==> src/tml_pkg.sv <==
// ----------------------------------------------------------------------------
// tml_pkg
// Shared types, token kinds, character codes and helpers for the TOML lexer.
// ----------------------------------------------------------------------------
package tml_pkg;

  typedef enum logic [2:0] {
    MODE_IDLE,
    MODE_LBR,
    MODE_RBR,
    MODE_STR,
    MODE_ESC,
    MODE_HEX
  } mode_t;

  localparam logic [3:0] KIND_EOF       = 4'd0;
  localparam logic [3:0] KIND_NEWLINE   = 4'd1;
  localparam logic [3:0] KIND_EQUALS    = 4'd2;
  localparam logic [3:0] KIND_DOT       = 4'd3;
  localparam logic [3:0] KIND_COMMA     = 4'd4;
  localparam logic [3:0] KIND_LBRACE    = 4'd5;
  localparam logic [3:0] KIND_RBRACE    = 4'd6;
  localparam logic [3:0] KIND_LBRACKET  = 4'd7;
  localparam logic [3:0] KIND_DLBRACKET = 4'd8;
  localparam logic [3:0] KIND_RBRACKET  = 4'd9;
  localparam logic [3:0] KIND_DRBRACKET = 4'd10;
  localparam logic [3:0] KIND_STRING    = 4'd11;
  localparam logic [3:0] KIND_INVALID   = 4'd12;

  localparam logic [7:0] CH_NUL    = 8'h00;
  localparam logic [7:0] CH_TAB    = 8'h09;
  localparam logic [7:0] CH_LF     = 8'h0A;
  localparam logic [7:0] CH_CR     = 8'h0D;
  localparam logic [7:0] CH_SPACE  = 8'h20;
  localparam logic [7:0] CH_QUOTE  = 8'h22;
  localparam logic [7:0] CH_COMMA  = 8'h2C;
  localparam logic [7:0] CH_DOT    = 8'h2E;
  localparam logic [7:0] CH_0      = 8'h30;
  localparam logic [7:0] CH_9      = 8'h39;
  localparam logic [7:0] CH_EQUALS = 8'h3D;
  localparam logic [7:0] CH_UA     = 8'h41;
  localparam logic [7:0] CH_UF     = 8'h46;
  localparam logic [7:0] CH_UU     = 8'h55;
  localparam logic [7:0] CH_LBRACK = 8'h5B;
  localparam logic [7:0] CH_BSLASH = 8'h5C;
  localparam logic [7:0] CH_RBRACK = 8'h5D;
  localparam logic [7:0] CH_LA     = 8'h61;
  localparam logic [7:0] CH_LB     = 8'h62;
  localparam logic [7:0] CH_LE     = 8'h65;
  localparam logic [7:0] CH_LF_F   = 8'h66;
  localparam logic [7:0] CH_LN     = 8'h6E;
  localparam logic [7:0] CH_LR     = 8'h72;
  localparam logic [7:0] CH_LT     = 8'h74;
  localparam logic [7:0] CH_LU     = 8'h75;
  localparam logic [7:0] CH_LX     = 8'h78;
  localparam logic [7:0] CH_LBRACE = 8'h7B;
  localparam logic [7:0] CH_RBRACE = 8'h7D;

  localparam logic [3:0] HEX_DIGITS_X  = 4'd2;
  localparam logic [3:0] HEX_DIGITS_LU = 4'd4;
  localparam logic [3:0] HEX_DIGITS_UU = 4'd8;

  localparam logic [31:0] CP_SURR_LO = 32'h0000_D800;
  localparam logic [31:0] CP_SURR_HI = 32'h0000_DFFF;
  localparam logic [31:0] CP_MAX     = 32'h0010_FFFF;

  // bit 4 set marks a byte that is no hex digit
  function automatic logic [4:0] hex_val(input logic [7:0] b);
    logic [4:0] v;
    v = 5'h10;
    if (b >= CH_0 && b <= CH_9) begin
      v = {1'b0, b[3:0]};
    end else if ((b >= CH_LA && b <= CH_LF_F) || (b >= CH_UA && b <= CH_UF)) begin
      v = {1'b0, b[3:0] + 4'd9};
    end
    return v;
  endfunction

endpackage

==> src/tml_core.sv <==
// ----------------------------------------------------------------------------
// tml_core
// Scanner state and single-pass step logic; yields up to two tokens per byte.
// ----------------------------------------------------------------------------
module tml_core #(
  parameter int OFFSET_BITS = 24,
  parameter int LINE_BITS   = 20,
  parameter int COLUMN_BITS = 16,
  parameter int TOK_W       = 4 + 2 * OFFSET_BITS + LINE_BITS + COLUMN_BITS + 1
) (
  input  logic             clk,
  input  logic             rst,
  input  logic             fire,
  input  logic [7:0]       byte_in,
  input  logic             end_in,
  output logic [1:0]       tok_cnt,
  output logic [TOK_W-1:0] tok0,
  output logic [TOK_W-1:0] tok1
);

  typedef struct packed {
    logic [3:0]             kind;
    logic [OFFSET_BITS-1:0] start;
    logic [OFFSET_BITS-1:0] len;
    logic [LINE_BITS-1:0]   line;
    logic [COLUMN_BITS-1:0] col;
    logic                   last;
  } tok_t;

  tml_pkg::mode_t         mode, mode_next;
  logic [3:0]             hex_left, hex_left_next;
  logic [31:0]            acc, acc_next;
  logic [OFFSET_BITS-1:0] tsp, tsp_next;
  logic [OFFSET_BITS-1:0] pos, pos_next;
  logic [LINE_BITS-1:0]   line, line_next;
  logic [COLUMN_BITS-1:0] col, col_next;
  logic                   fin, fin_next;

  logic [OFFSET_BITS-1:0] pos_c;
  logic [LINE_BITS-1:0]   line_c;
  logic [COLUMN_BITS-1:0] col_c;
  logic                   is_end;
  logic [4:0]             hv;
  logic [31:0]            acc_sh;
  logic [3:0]             hex_dec;

  tok_t       toks [2];
  logic [1:0] cnt;

  function automatic tok_t mk(input logic [3:0] kind, input logic [OFFSET_BITS-1:0] start,
                              input logic [OFFSET_BITS-1:0] p, input logic [LINE_BITS-1:0] l,
                              input logic [COLUMN_BITS-1:0] c);
    tok_t t;
    t.kind  = kind;
    t.start = start;
    t.len   = p - start;
    t.line  = l;
    t.col   = c;
    t.last  = 1'b0;
    return t;
  endfunction

  // position after taking this byte, saturating
  always_comb begin
    is_end  = end_in || (byte_in == tml_pkg::CH_NUL);
    pos_c   = (pos == '1) ? pos : pos + 1'b1;
    if (byte_in == tml_pkg::CH_LF) begin
      line_c = (line == '1) ? line : line + 1'b1;
      col_c  = COLUMN_BITS'(1);
    end else begin
      line_c = line;
      col_c  = (col == '1) ? col : col + 1'b1;
    end
    hv      = tml_pkg::hex_val(byte_in);
    acc_sh  = {acc[27:0], hv[3:0]};
    hex_dec = (hex_left == 4'd0) ? 4'd0 : hex_left - 4'd1;
  end

  always_comb begin
    logic       fresh;
    logic       fk_emit;
    logic [7:0] want;
    logic [3:0] single;
    logic [3:0] fkind;
    mode_next     = mode;
    hex_left_next = hex_left;
    acc_next      = acc;
    tsp_next      = tsp;
    pos_next      = pos;
    line_next     = line;
    col_next      = col;
    fin_next      = fin;
    toks[0]       = '0;
    toks[1]       = '0;
    cnt           = 2'd0;
    fresh         = 1'b0;
    fk_emit       = 1'b0;
    fkind         = tml_pkg::KIND_INVALID;
    want          = (mode == tml_pkg::MODE_LBR) ? tml_pkg::CH_LBRACK : tml_pkg::CH_RBRACK;
    single        = (mode == tml_pkg::MODE_LBR) ? tml_pkg::KIND_LBRACKET
                                                : tml_pkg::KIND_RBRACKET;
    if (!fin) begin
      case (mode)
        tml_pkg::MODE_LBR, tml_pkg::MODE_RBR: begin
          mode_next = tml_pkg::MODE_IDLE;
          if (!is_end && byte_in == want) begin
            pos_next = pos_c; line_next = line_c; col_next = col_c;
            toks[cnt[0]] = mk(single + 4'd1, tsp, pos_next, line_next, col_next);
            cnt = cnt + 2'd1;
          end else begin
            toks[cnt[0]] = mk(single, tsp, pos_next, line_next, col_next);
            cnt = cnt + 2'd1;
            fresh = 1'b1;
          end
        end
        tml_pkg::MODE_STR: begin
          if (is_end || byte_in == tml_pkg::CH_LF || byte_in == tml_pkg::CH_CR) begin
            toks[cnt[0]] = mk(tml_pkg::KIND_INVALID, tsp, pos_next, line_next, col_next);
            cnt = cnt + 2'd1;
            fresh = 1'b1;
          end else if (byte_in == tml_pkg::CH_BSLASH) begin
            pos_next = pos_c; line_next = line_c; col_next = col_c;
            mode_next = tml_pkg::MODE_ESC;
          end else if (byte_in == tml_pkg::CH_QUOTE) begin
            toks[cnt[0]] = mk(tml_pkg::KIND_STRING, tsp, pos_next, line_next, col_next);
            cnt = cnt + 2'd1;
            pos_next = pos_c; line_next = line_c; col_next = col_c;
            mode_next = tml_pkg::MODE_IDLE;
          end else begin
            pos_next = pos_c; line_next = line_c; col_next = col_c;
          end
        end
        tml_pkg::MODE_ESC: begin
          if (!is_end && (byte_in inside {tml_pkg::CH_LB, tml_pkg::CH_LT, tml_pkg::CH_LN,
                                          tml_pkg::CH_LF_F, tml_pkg::CH_LR, tml_pkg::CH_QUOTE,
                                          tml_pkg::CH_BSLASH, tml_pkg::CH_LE})) begin
            pos_next = pos_c; line_next = line_c; col_next = col_c;
            mode_next = tml_pkg::MODE_STR;
          end else if (!is_end && (byte_in inside {tml_pkg::CH_LX, tml_pkg::CH_LU,
                                                   tml_pkg::CH_UU})) begin
            pos_next = pos_c; line_next = line_c; col_next = col_c;
            if (byte_in == tml_pkg::CH_LX) begin
              hex_left_next = tml_pkg::HEX_DIGITS_X;
            end else if (byte_in == tml_pkg::CH_LU) begin
              hex_left_next = tml_pkg::HEX_DIGITS_LU;
            end else begin
              hex_left_next = tml_pkg::HEX_DIGITS_UU;
            end
            acc_next  = '0;
            mode_next = tml_pkg::MODE_HEX;
          end else begin
            toks[cnt[0]] = mk(tml_pkg::KIND_INVALID, tsp, pos_next, line_next, col_next);
            cnt = cnt + 2'd1;
            fresh = 1'b1;
          end
        end
        tml_pkg::MODE_HEX: begin
          if (is_end || hv[4]) begin
            toks[cnt[0]] = mk(tml_pkg::KIND_INVALID, tsp, pos_next, line_next, col_next);
            cnt = cnt + 2'd1;
            fresh = 1'b1;
          end else begin
            acc_next = acc_sh;
            pos_next = pos_c; line_next = line_c; col_next = col_c;
            hex_left_next = hex_dec;
            if (hex_dec == 4'd0) begin
              if ((acc_sh >= tml_pkg::CP_SURR_LO && acc_sh <= tml_pkg::CP_SURR_HI) ||
                  acc_sh > tml_pkg::CP_MAX) begin
                toks[cnt[0]] = mk(tml_pkg::KIND_INVALID, tsp, pos_next, line_next, col_next);
                cnt = cnt + 2'd1;
                mode_next = tml_pkg::MODE_IDLE;
              end else begin
                mode_next = tml_pkg::MODE_STR;
              end
            end
          end
        end
        default: begin
          fresh = 1'b1;
        end
      endcase

      // byte starts a new token
      if (fresh) begin
        mode_next = tml_pkg::MODE_IDLE;
        if (is_end) begin
          toks[cnt[0]] = mk(tml_pkg::KIND_EOF, pos, pos, line, col);
          cnt = cnt + 2'd1;
          fin_next = 1'b1;
        end else begin
          case (byte_in)
            tml_pkg::CH_SPACE, tml_pkg::CH_TAB: begin
              pos_next = pos_c; line_next = line_c; col_next = col_c;
            end
            tml_pkg::CH_LBRACK: begin
              tsp_next = pos;
              pos_next = pos_c; line_next = line_c; col_next = col_c;
              mode_next = tml_pkg::MODE_LBR;
            end
            tml_pkg::CH_RBRACK: begin
              tsp_next = pos;
              pos_next = pos_c; line_next = line_c; col_next = col_c;
              mode_next = tml_pkg::MODE_RBR;
            end
            tml_pkg::CH_QUOTE: begin
              pos_next = pos_c; line_next = line_c; col_next = col_c;
              tsp_next = pos_c;
              mode_next = tml_pkg::MODE_STR;
            end
            tml_pkg::CH_LF:     begin fk_emit = 1'b1; fkind = tml_pkg::KIND_NEWLINE; end
            tml_pkg::CH_EQUALS: begin fk_emit = 1'b1; fkind = tml_pkg::KIND_EQUALS; end
            tml_pkg::CH_DOT:    begin fk_emit = 1'b1; fkind = tml_pkg::KIND_DOT; end
            tml_pkg::CH_COMMA:  begin fk_emit = 1'b1; fkind = tml_pkg::KIND_COMMA; end
            tml_pkg::CH_LBRACE: begin fk_emit = 1'b1; fkind = tml_pkg::KIND_LBRACE; end
            tml_pkg::CH_RBRACE: begin fk_emit = 1'b1; fkind = tml_pkg::KIND_RBRACE; end
            default:            begin fk_emit = 1'b1; fkind = tml_pkg::KIND_INVALID; end
          endcase
          if (fk_emit) begin
            pos_next = pos_c; line_next = line_c; col_next = col_c;
            toks[cnt[0]] = mk(fkind, pos, pos_next, line_next, col_next);
            cnt = cnt + 2'd1;
          end
        end
      end
    end

    if (cnt == 2'd1) begin
      toks[0].last = 1'b1;
    end else if (cnt == 2'd2) begin
      toks[1].last = 1'b1;
    end
  end

  assign tok_cnt = cnt;
  assign tok0    = toks[0];
  assign tok1    = toks[1];

  always_ff @(posedge clk) begin
    if (rst) begin
      mode     <= tml_pkg::MODE_IDLE;
      hex_left <= 4'd0;
      acc      <= '0;
      tsp      <= '0;
      pos      <= '0;
      line     <= LINE_BITS'(1);
      col      <= COLUMN_BITS'(1);
      fin      <= 1'b0;
    end else if (fire) begin
      mode     <= mode_next;
      hex_left <= hex_left_next;
      acc      <= acc_next;
      tsp      <= tsp_next;
      pos      <= pos_next;
      line     <= line_next;
      col      <= col_next;
      fin      <= fin_next;
    end
  end

endmodule

==> src/tml_obuf.sv <==
// ----------------------------------------------------------------------------
// tml_obuf
// Two-entry result buffer; loads a whole run of tokens, drains one per cycle while not stalled.
// ----------------------------------------------------------------------------
module tml_obuf #(
  parameter int TOK_W = 89
) (
  input  logic             clk,
  input  logic             rst,
  input  logic             load,
  input  logic [1:0]       load_cnt,
  input  logic [TOK_W-1:0] d0,
  input  logic [TOK_W-1:0] d1,
  output logic             can_load,
  output logic             valid,
  input  logic             stall,
  output logic [TOK_W-1:0] q
);

  logic [TOK_W-1:0] slot0, slot1;
  logic [1:0]       count;
  logic             pop;

  assign valid    = (count != 2'd0);
  assign pop      = valid && !stall;
  assign can_load = (count == 2'd0) || (count == 2'd1 && !stall);
  assign q        = slot0;

  always_ff @(posedge clk) begin
    if (rst) begin
      count <= 2'd0;
    end else if (load) begin
      count <= load_cnt;
    end else if (pop) begin
      count <= count - 2'd1;
    end
  end

  always_ff @(posedge clk) begin
    if (load) begin
      slot0 <= d0;
      slot1 <= d1;
    end else if (pop) begin
      slot0 <= slot1;
    end
  end

endmodule

==> src/toml_basic_token_lexer.sv <==
// ----------------------------------------------------------------------------
// toml_basic_token_lexer
// Streaming lexer for the basic TOML token set, one text byte per word.
// ----------------------------------------------------------------------------
// input channel: in_valid / in_stall carry data_byte and end_of_input; a zero
//   byte or end_of_input set closes the text with an eof token, after which
//   further words are taken and dropped until reset
// output channel: out_valid / out_stall carry one token per word; last_of_run
//   marks the final token caused by one input byte (a byte gives 0 to 2)
// path: a taken byte waits in the input register, its tokens in the result buffer
// throughput: one byte per cycle while out_stall is low and each byte gives at
//   most one token; a byte giving two tokens holds the input until a token
//   drains, since the two-entry result buffer drains a single token per cycle
// stall: a stalled token holds steady; the input register then fills and
//   in_stall rises until the buffer can take the next run
// reset: synchronous, clears the scanner to idle at line 1, column 1,
//   offset 0 and empties the input register and result buffer
// ----------------------------------------------------------------------------
module toml_basic_token_lexer #(
  parameter int OFFSET_BITS = 24,
  parameter int LINE_BITS   = 20,
  parameter int COLUMN_BITS = 16
) (
  input  logic                   clk,
  input  logic                   rst,
  input  logic                   in_valid,
  output logic                   in_stall,
  input  logic [7:0]             data_byte,
  input  logic                   end_of_input,
  output logic                   out_valid,
  input  logic                   out_stall,
  output logic [3:0]             token_kind,
  output logic [OFFSET_BITS-1:0] start_offset,
  output logic [OFFSET_BITS-1:0] token_length,
  output logic [LINE_BITS-1:0]   line_number,
  output logic [COLUMN_BITS-1:0] column_number,
  output logic                   last_of_run
);

  localparam int TOK_W = 4 + 2 * OFFSET_BITS + LINE_BITS + COLUMN_BITS + 1;

  logic             in_full;
  logic [7:0]       in_byte;
  logic             in_end;
  logic             fire;
  logic             can_load;
  logic             in_take;
  logic [1:0]       tok_cnt;
  logic [TOK_W-1:0] tok0, tok1, head;

  assign fire     = in_full && can_load;
  assign in_stall = in_full && !can_load;
  assign in_take  = in_valid && !in_stall;

  always_ff @(posedge clk) begin
    if (rst) begin
      in_full <= 1'b0;
    end else if (in_take) begin
      in_full <= 1'b1;
    end else if (fire) begin
      in_full <= 1'b0;
    end
  end

  always_ff @(posedge clk) begin
    if (in_take) begin
      in_byte <= data_byte;
      in_end  <= end_of_input;
    end
  end

  tml_core #(
    .OFFSET_BITS (OFFSET_BITS),
    .LINE_BITS   (LINE_BITS),
    .COLUMN_BITS (COLUMN_BITS),
    .TOK_W       (TOK_W)
  ) u_core (
    .clk     (clk),
    .rst     (rst),
    .fire    (fire),
    .byte_in (in_byte),
    .end_in  (in_end),
    .tok_cnt (tok_cnt),
    .tok0    (tok0),
    .tok1    (tok1)
  );

  tml_obuf #(
    .TOK_W (TOK_W)
  ) u_obuf (
    .clk      (clk),
    .rst      (rst),
    .load     (fire),
    .load_cnt (tok_cnt),
    .d0       (tok0),
    .d1       (tok1),
    .can_load (can_load),
    .valid    (out_valid),
    .stall    (out_stall),
    .q        (head)
  );

  assign {token_kind, start_offset, token_length, line_number, column_number, last_of_run} = head;

endmodule

==> config.mk <==
export PLATFORM = sky130hd
export DESIGN_NAME = toml_basic_token_lexer
export DESIGN_NICKNAME = d
export VERILOG_FILES = /design/src/tml_pkg.sv /design/src/tml_core.sv /design/src/tml_obuf.sv /design/src/toml_basic_token_lexer.sv
export SDC_FILE = /design/constraint.sdc
export NUM_CORES = 1
export LEC_CHECK = 0
export BUFFER_PORTS_ARGS = -buffer_cell sky130_fd_sc_hd__buf_2
export CORE_AREA = 2 2 241 243
export DETAILED_ROUTE_END_ITERATION = 6
export DIE_AREA = 0 0 243 245
export GPL_TIMING_DRIVEN = 1
export PLACE_DENSITY_LB_ADDON = 0.1
export SLEW_MARGIN = 20
export SYNTH_ARGS = -nofsm -noshare
export SYNTH_HDL_FRONTEND = slang
export SYNTH_SLANG_ARGS = --single-unit
==> constraint.sdc <==
create_clock -name clk -period 14.2 [get_ports clk]
set_input_delay 2.84 -clock clk [delete_from_list [all_inputs] [get_ports clk]]
set_output_delay 2.84 -clock clk [all_outputs]
set_load 0.01 [all_outputs]
Word-level counts from Yosys, hierarchy flattened
Index checks and enable logic that the tools add are counted.
{ "word_totals": {"elab_cells": 251, "reg_bits": 310} }
{ "op_classes": {"addsub": 12, "n_bitwise": 4, "magnitude_cmp": 11, "n_mux": 123, "n_reduce_logical": 44, "n_eq_ne": 42} }
{ "ops": {"columns": ["op", "n"], "rows": [
  ["89-bit 2-to-1 mux", 13],
  ["178-bit 2-to-1 mux", 4],
  ["178-bit bitwise mux", 2],
  ["89-bit one-hot mux with 4 select lines", 1],
  ["24-bit 2-to-1 mux", 10],
  ["20-bit 2-to-1 mux", 11],
  ["16-bit 2-to-1 mux", 11],
  ["8-bit by 7-bit equality test with 1-bit output (second input constant)", 14],
  ["24-bit one-hot mux with 4 select lines", 1],
  ["24-bit subtractor", 4],
  ["89-bit demux with 1-bit select", 1],
  ["28-bit 2-to-1 mux", 3],
  ["20-bit one-hot mux with 4 select lines", 1],
  ["16-bit one-hot mux with 4 select lines", 1],
  ["28-bit one-hot mux with 2 select lines", 1],
  ["24-bit one-hot mux with 2 select lines", 1],
  ["8-bit by 6-bit equality test with 1-bit output (second input constant)", 5],
  ["4-bit 2-to-1 mux", 10],
  ["32-bit by 16-bit greater-or-equal comparator with 1-bit output (second input constant)", 1],
  ["32-bit by 21-bit greater-than comparator with 1-bit output (second input constant)", 1],
  ["32-bit by 16-bit <= comparator with 1-bit output (second input constant)", 1],
  ["3-bit 2-to-1 mux", 10],
  ["2-bit 2-to-1 mux", 13],
  ["24-bit by 1-bit adder with 24-bit output (second input constant)", 1],
  ["54 further kinds", 115]
]} }

Longest topological paths before layout
{ "logic_depth": {"ltp_word": 25, "ltp_mapped": 20, "ltp_nobuf": 18} }

Cells and area by module
Synthesis repeated with hierarchy kept, for this count alone.
{ "hier_totals": {"hier_cells": 2258, "hier_area_um2": 20390.8} }
{ "modules_own_cells": {"columns": ["mod", "cells_each", "instances", "area_per_inst_um2"], "rows": [
  ["tml_core", 1947, 1, 13499.2],
  ["tml_obuf", 297, 1, 6565.0],
  ["toml_basic_token_lexer", 14, 1, 326.6]
]} }

Least setup slack after synthesis
No wires, ideal clock.
{ "synth_path": {"kind": "input port to flip-flop", "startpoint": "input port out_stall", "endpoint": "register u_obuf.count[0]", "required_ps": 13807, "setup_slack_ps": 6020, "n_path_buf": 0, "cell_stages": 2, "arrival_time_ps": 7787, "cell_sequence": "mux2i_1 a311oi_1"} }
{ "synth_via": {"elab_chain_cells": 5} }
{ "synth_lines": {"columns": ["item", "line_no", "source"], "rows": [
  ["start: declaration", "toml_basic_token_lexer.sv:31", "input logic out_stall,"],
  ["1-bit logical NOT *", "tml_obuf.sv:25, tml_obuf.sv:26", null],
  ["1-bit logical AND", "tml_obuf.sv:26", "assign can_load = (count == 2'd0) || (count == 2'd1 && !stall);"],
  ["1-bit logical OR", "tml_obuf.sv:26", null],
  ["1-bit logical AND", "toml_basic_token_lexer.sv:51", "assign fire = in_full && can_load;"],
  ["2-bit 2-to-1 mux or 2-bit nonzero test (tied branches)", null, null],
  ["end signal: assignment", "tml_obuf.sv:33", "count <= load_cnt;"],
  ["end signal: assignment", "tml_obuf.sv:35", "count <= count - 2'd1;"],
  ["end: declaration", "tml_obuf.sv:21", "logic [1:0] count;"]
]} }
Every way passes the cells marked *; elsewhere a longest branch is shown, timed or not.
A chain may end at the register's enable or synchronous reset.

Final worst setup path
{ "layout_path": {"startpoint": "input port out_stall", "endpoint": "output port in_stall"} }
{ "layout_via": {"elab_chain_cells": 5} }
{ "layout_lines": {"columns": ["item", "line_no", "source"], "rows": [
  ["1-bit logical NOT", "tml_obuf.sv:26", null],
  ["1-bit logical AND", "tml_obuf.sv:26", null],
  ["1-bit logical OR", "tml_obuf.sv:26", null],
  ["1-bit logical NOT", "toml_basic_token_lexer.sv:52", "assign in_stall = in_full && !can_load;"],
  ["1-bit logical AND", "toml_basic_token_lexer.sv:52", null],
  ["end: declaration", "toml_basic_token_lexer.sv:27", "output logic in_stall,"]
]} }
Every way passes these cells.

==> impl_results.md <==
* Result of the run: complete, no violations
* Gp weighted congestion at 0.888
* Number of cells after detailed placement at 3015
* Largest net degree at the start of global routing at 64
* Number of antenna-violating nets in the routed design at 0
* Width of the chip at 243 um
* Clock latency reported for the late side of the worst-skew pair at 0.58 ns
* Reg-to-Reg Start: u_core.pos[18]
* Area added between synthesis and finish at 12.2%
* Syn avg cell area at 8.72 um^2
* Actual slew at the worst max-slew pin at 1.03 ns
* CTS tree: yes
* Type of element launching the critical path: input port
* Worst hold path stage count at 2
* Critical path type: input port to output port
* Max Cap Viol at 0
* TritonCTS Buffers at 39
* Class of the tightest hold or removal check: register to register
* Avg Vias per Cell at 5.69
* Root buffer cell: clkbuf_16
* Vias in the first global route at 16900
* Slew Viols, Final at 0
* Post-Synthesis Cell Area at 19800 um^2
* Minimum clock period after layout at 6.59 ns
* Start point of the worst hold path: u_core.acc[24]
* Hold violation total from the final report at 0
* Count of standard-cell rows at 88
* Total Neg Setup Slack at 0 ns
* Remaining design rule violation count at 0
* Setup repair after global routing missed its margin: no
* Fill cell instance count of the final layout at 5842
* Detail-routed net length per standard cell at 22.2 um
* Number of top-level pins at 104
* Number of enable-type register cells in the synthesized netlist at 187
* Number of distinct standard cells referenced by the synthesized netlist at 89
* Worst clock skew at 0.0153 ns
* FF-to-FF setup slack at 8.18 ns
* Antenna violations before repair at 1
* Count of non-filler cells in the finished layout at 3087
* Area occupied by multi-input gates at 10900 um^2
* Data required, critical path at 11.36 ns
* Reported leakage power at 7.79 nW
* CP max stage delay at 0.25 ns
* Chain of cells forming the critical path: buf_2, inv_1, a21oi_1, nand2_1, inv_1, buf_2
* Seq/Total Area, Yosys at 40.8%
* Register bit total from synthesis at 310
* Core area at 57000 um^2
* Post-Synthesis Net Count at 2369
* Max stage delay cell, worst path: a21oi_1
* Max Buffers Root-to-Sink at 3
* Number of buffers inserted by post-CTS setup repair at 0
* Worst voltage drop across the vdd grid at 0.0705 mV
* Type of element capturing the critical path: output port
* Worst Path Arrival at 3.75 ns
* Largest fanout on the critical path at 3
* Die footprint at 59500 um^2
* Clock input transition at the sequential cells of the worst setup and hold paths at 0.05 ns
* H-Tree Level Count at 2
* DRC marker count from the first detailed-route iteration at 1346
* Initial standard-cell utilization of the core at 34.8%
* Share of layout cells above drive strength 1 at 10.6%
* # port buffers at 103
* Reg2Reg Capture Point: u_obuf.q[59]
* Total global routing track utilization at 22.6%
* Cell count after synthesis at 2272
* Clock net sink count at 310
* Asr flop ratio synth at 0%
* DPL Wire Length at 46.5 mm
* Hold buffer count at CTS at 0
* Total number of nets in the final design at 2388
* Total Routed Length at 68.5 mm
* Area taken by flip-flops and latches at 8080 um^2
* Total number of yosys warnings at 0
* Top flip-flop cell by instance count after synthesis: edfxtp_1
* Number of antenna cells inserted at 0
* Worst-case reg-to-reg path depth at 16
* First-pass iteration count of the detailed router at 5
* Die height at 245 um
* Tightest slew margin relative to the limit at 30.7%
* Total power per unit cell area at 123 nW/um^2
* Grt ovf at 0
* First-pass GRT wire length at 105 mm
* Final setup viols at 0
* # resized after CTS at 0
* Endpoint with the worst hold slack: u_core.acc[24]
* Maximum operating frequency at 0.152 GHz
* Share of the cycle needed by the critical path after routing at 46.4%
* Number of vias after detailed routing at 17600
## sequential cells by signal, indices dropped and copies added, names as in the netlist
register / cells
u_obuf.q: 89
u_obuf.slot1: 89
u_core.acc: 28
u_core.pos: 24
u_core.tsp: 24
u_core.line: 20
u_core.col: 16
in_byte: 8
u_core.hex_left: 4
u_core.mode: 3
u_obuf.count: 2
in_end: 1
in_full: 1
u_core.fin: 1
## how the worst max path moves through the flow
stage | start | endpoint | slack (ns) | cells past startpoint
after floorplan | out_stall | u_obuf.count[0] | 6.02 | 2
after global placement | out_stall | in_stall | 7.62 | 6
after detailed placement | out_stall | in_stall | 7.62 | 6
after CTS | out_stall | in_stall | 7.62 | 6
after global routing | out_stall | in_stall | 7.53 | 6
final | out_stall | in_stall | 7.61 | 6
## critical path: cells and delay by family
kind                   cells  cell delay, ns
and+or+nand+nor            1            0.19
AOI/OAI and AO/OA          1            0.25
buffers and inverters      4            0.46
## Yosys cell counts (all sizes together) (11+ instances only)
master | number | area share, %
inv | 78 | 1.5
edfxtp | 187 | 28
nand3 | 74 | 1.9
nor2b | 22 | 0.69
nand4 | 23 | 0.76
buf | 33 | 0.92
a21o | 27 | 1.0
or2 | 11 | 0.35
nand2b | 37 | 1.2
dfxtp | 123 | 12
o21a | 18 | 0.68
ha | 81 | 5.1
xnor2 | 102 | 4.5
nor2 | 228 | 4.3
nor3 | 64 | 1.6
and3 | 27 | 0.85
o31ai | 13 | 0.49
o21ai | 171 | 4.3
xor2 | 26 | 1.1
a21oi | 167 | 4.2
a211oi | 49 | 2.3
a22oi | 64 | 2.4
a32o | 13 | 0.66
and2 | 48 | 1.5
o221ai | 15 | 0.66
nand2 | 223 | 4.2
mux2i | 17 | 0.86
a221oi | 12 | 0.53
clkbuf | 121 | 2.3
a31oi | 22 | 0.69
or3 | 35 | 1.1
nor4 | 13 | 0.49
## cell usage in the layout, fill, tap and decap left out, types with 19 or more instances in the layout
| cell type | count |
|---|---|
| a211oi_1 | 30 |
| a211oi_2 | 19 |
| a21o_1 | 26 |
| a21oi_1 | 164 |
| a22oi_1 | 64 |
| a31oi_1 | 22 |
| and2_1 | 48 |
| and3_1 | 27 |
| buf_2 | 102 |
| buf_4 | 30 |
| clkbuf_16 | 42 |
| dfxtp_1 | 123 |
| edfxtp_1 | 187 |
| ha_1 | 81 |
| inv_1 | 77 |
| nand2_1 | 223 |
| nand2b_1 | 36 |
| nand3_1 | 73 |
| nand4_1 | 22 |
| nor2_1 | 226 |
| nor2b_1 | 22 |
| nor3_1 | 63 |
| o21ai_0 | 167 |
| or3_1 | 34 |
| xnor2_1 | 102 |
| xor2_1 | 26 |
## through the flow
stage                     hold WS (ns)  power, mW  util (%)  worst slack, ns  instance area, um^2
after floorplan                  0.432       1.49         -             6.02                19800
after global placement           0.441       1.73      36.7             7.62                21000
after detailed placement         0.449       1.74      36.7             7.62                21000
after CTS                        0.455       2.76      39.0             7.62                22200
after global routing             0.475       2.85      39.0             7.53                22200
final                            0.455       2.73      39.0             7.61                22200
## final cells by class
cell class                      count  share of cell area [%]
Clock buffer                       53                    4.96
Clock inverter                     19                   0.838
Inverter                           81                    1.38
Multi-Input combinational cell   1727                    48.9
Sequential cell                   310                    36.3
Tap cell                          765                    4.30
Timing Repair Buffer              132                    3.31
## power breakdown
part	internal (mW)	total (mW)	switching, mW
clock	0.601	1.01	0.411
sequential	1.07	1.11	0.0402
combinational	0.177	0.611	0.434
## cells by family (layout without fill, tap and decap cells)
group,after synthesis,after routing,share of synthesized area [%]
and+or+nand+nor,830,830,20.1
AOI/OAI and AO/OA,665,665,22.3
DFF,310,310,40.8
buffers and inverters,235,285,4.75
xor gates and xnor gates,128,128,5.66
adders and majority gates,84,84,5.42
muxes,20,20,1.03
## per-layer routing
metal / vias up / routed length [um] / GRT usage [%] / part of all wire [%]
met5: - / 0 / 0 / 0
met4: 0 / 1690 / 6.50 / 2.5
met3: 93 / 3430 / 3.05 / 5.0
met2: 492 / 30300 / 35.4 / 44
met1: 8644 / 33000 / 32.4 / 48
li1: 8350 / - / - / -
No activity file was read; power rests on OpenSTA's default activity.
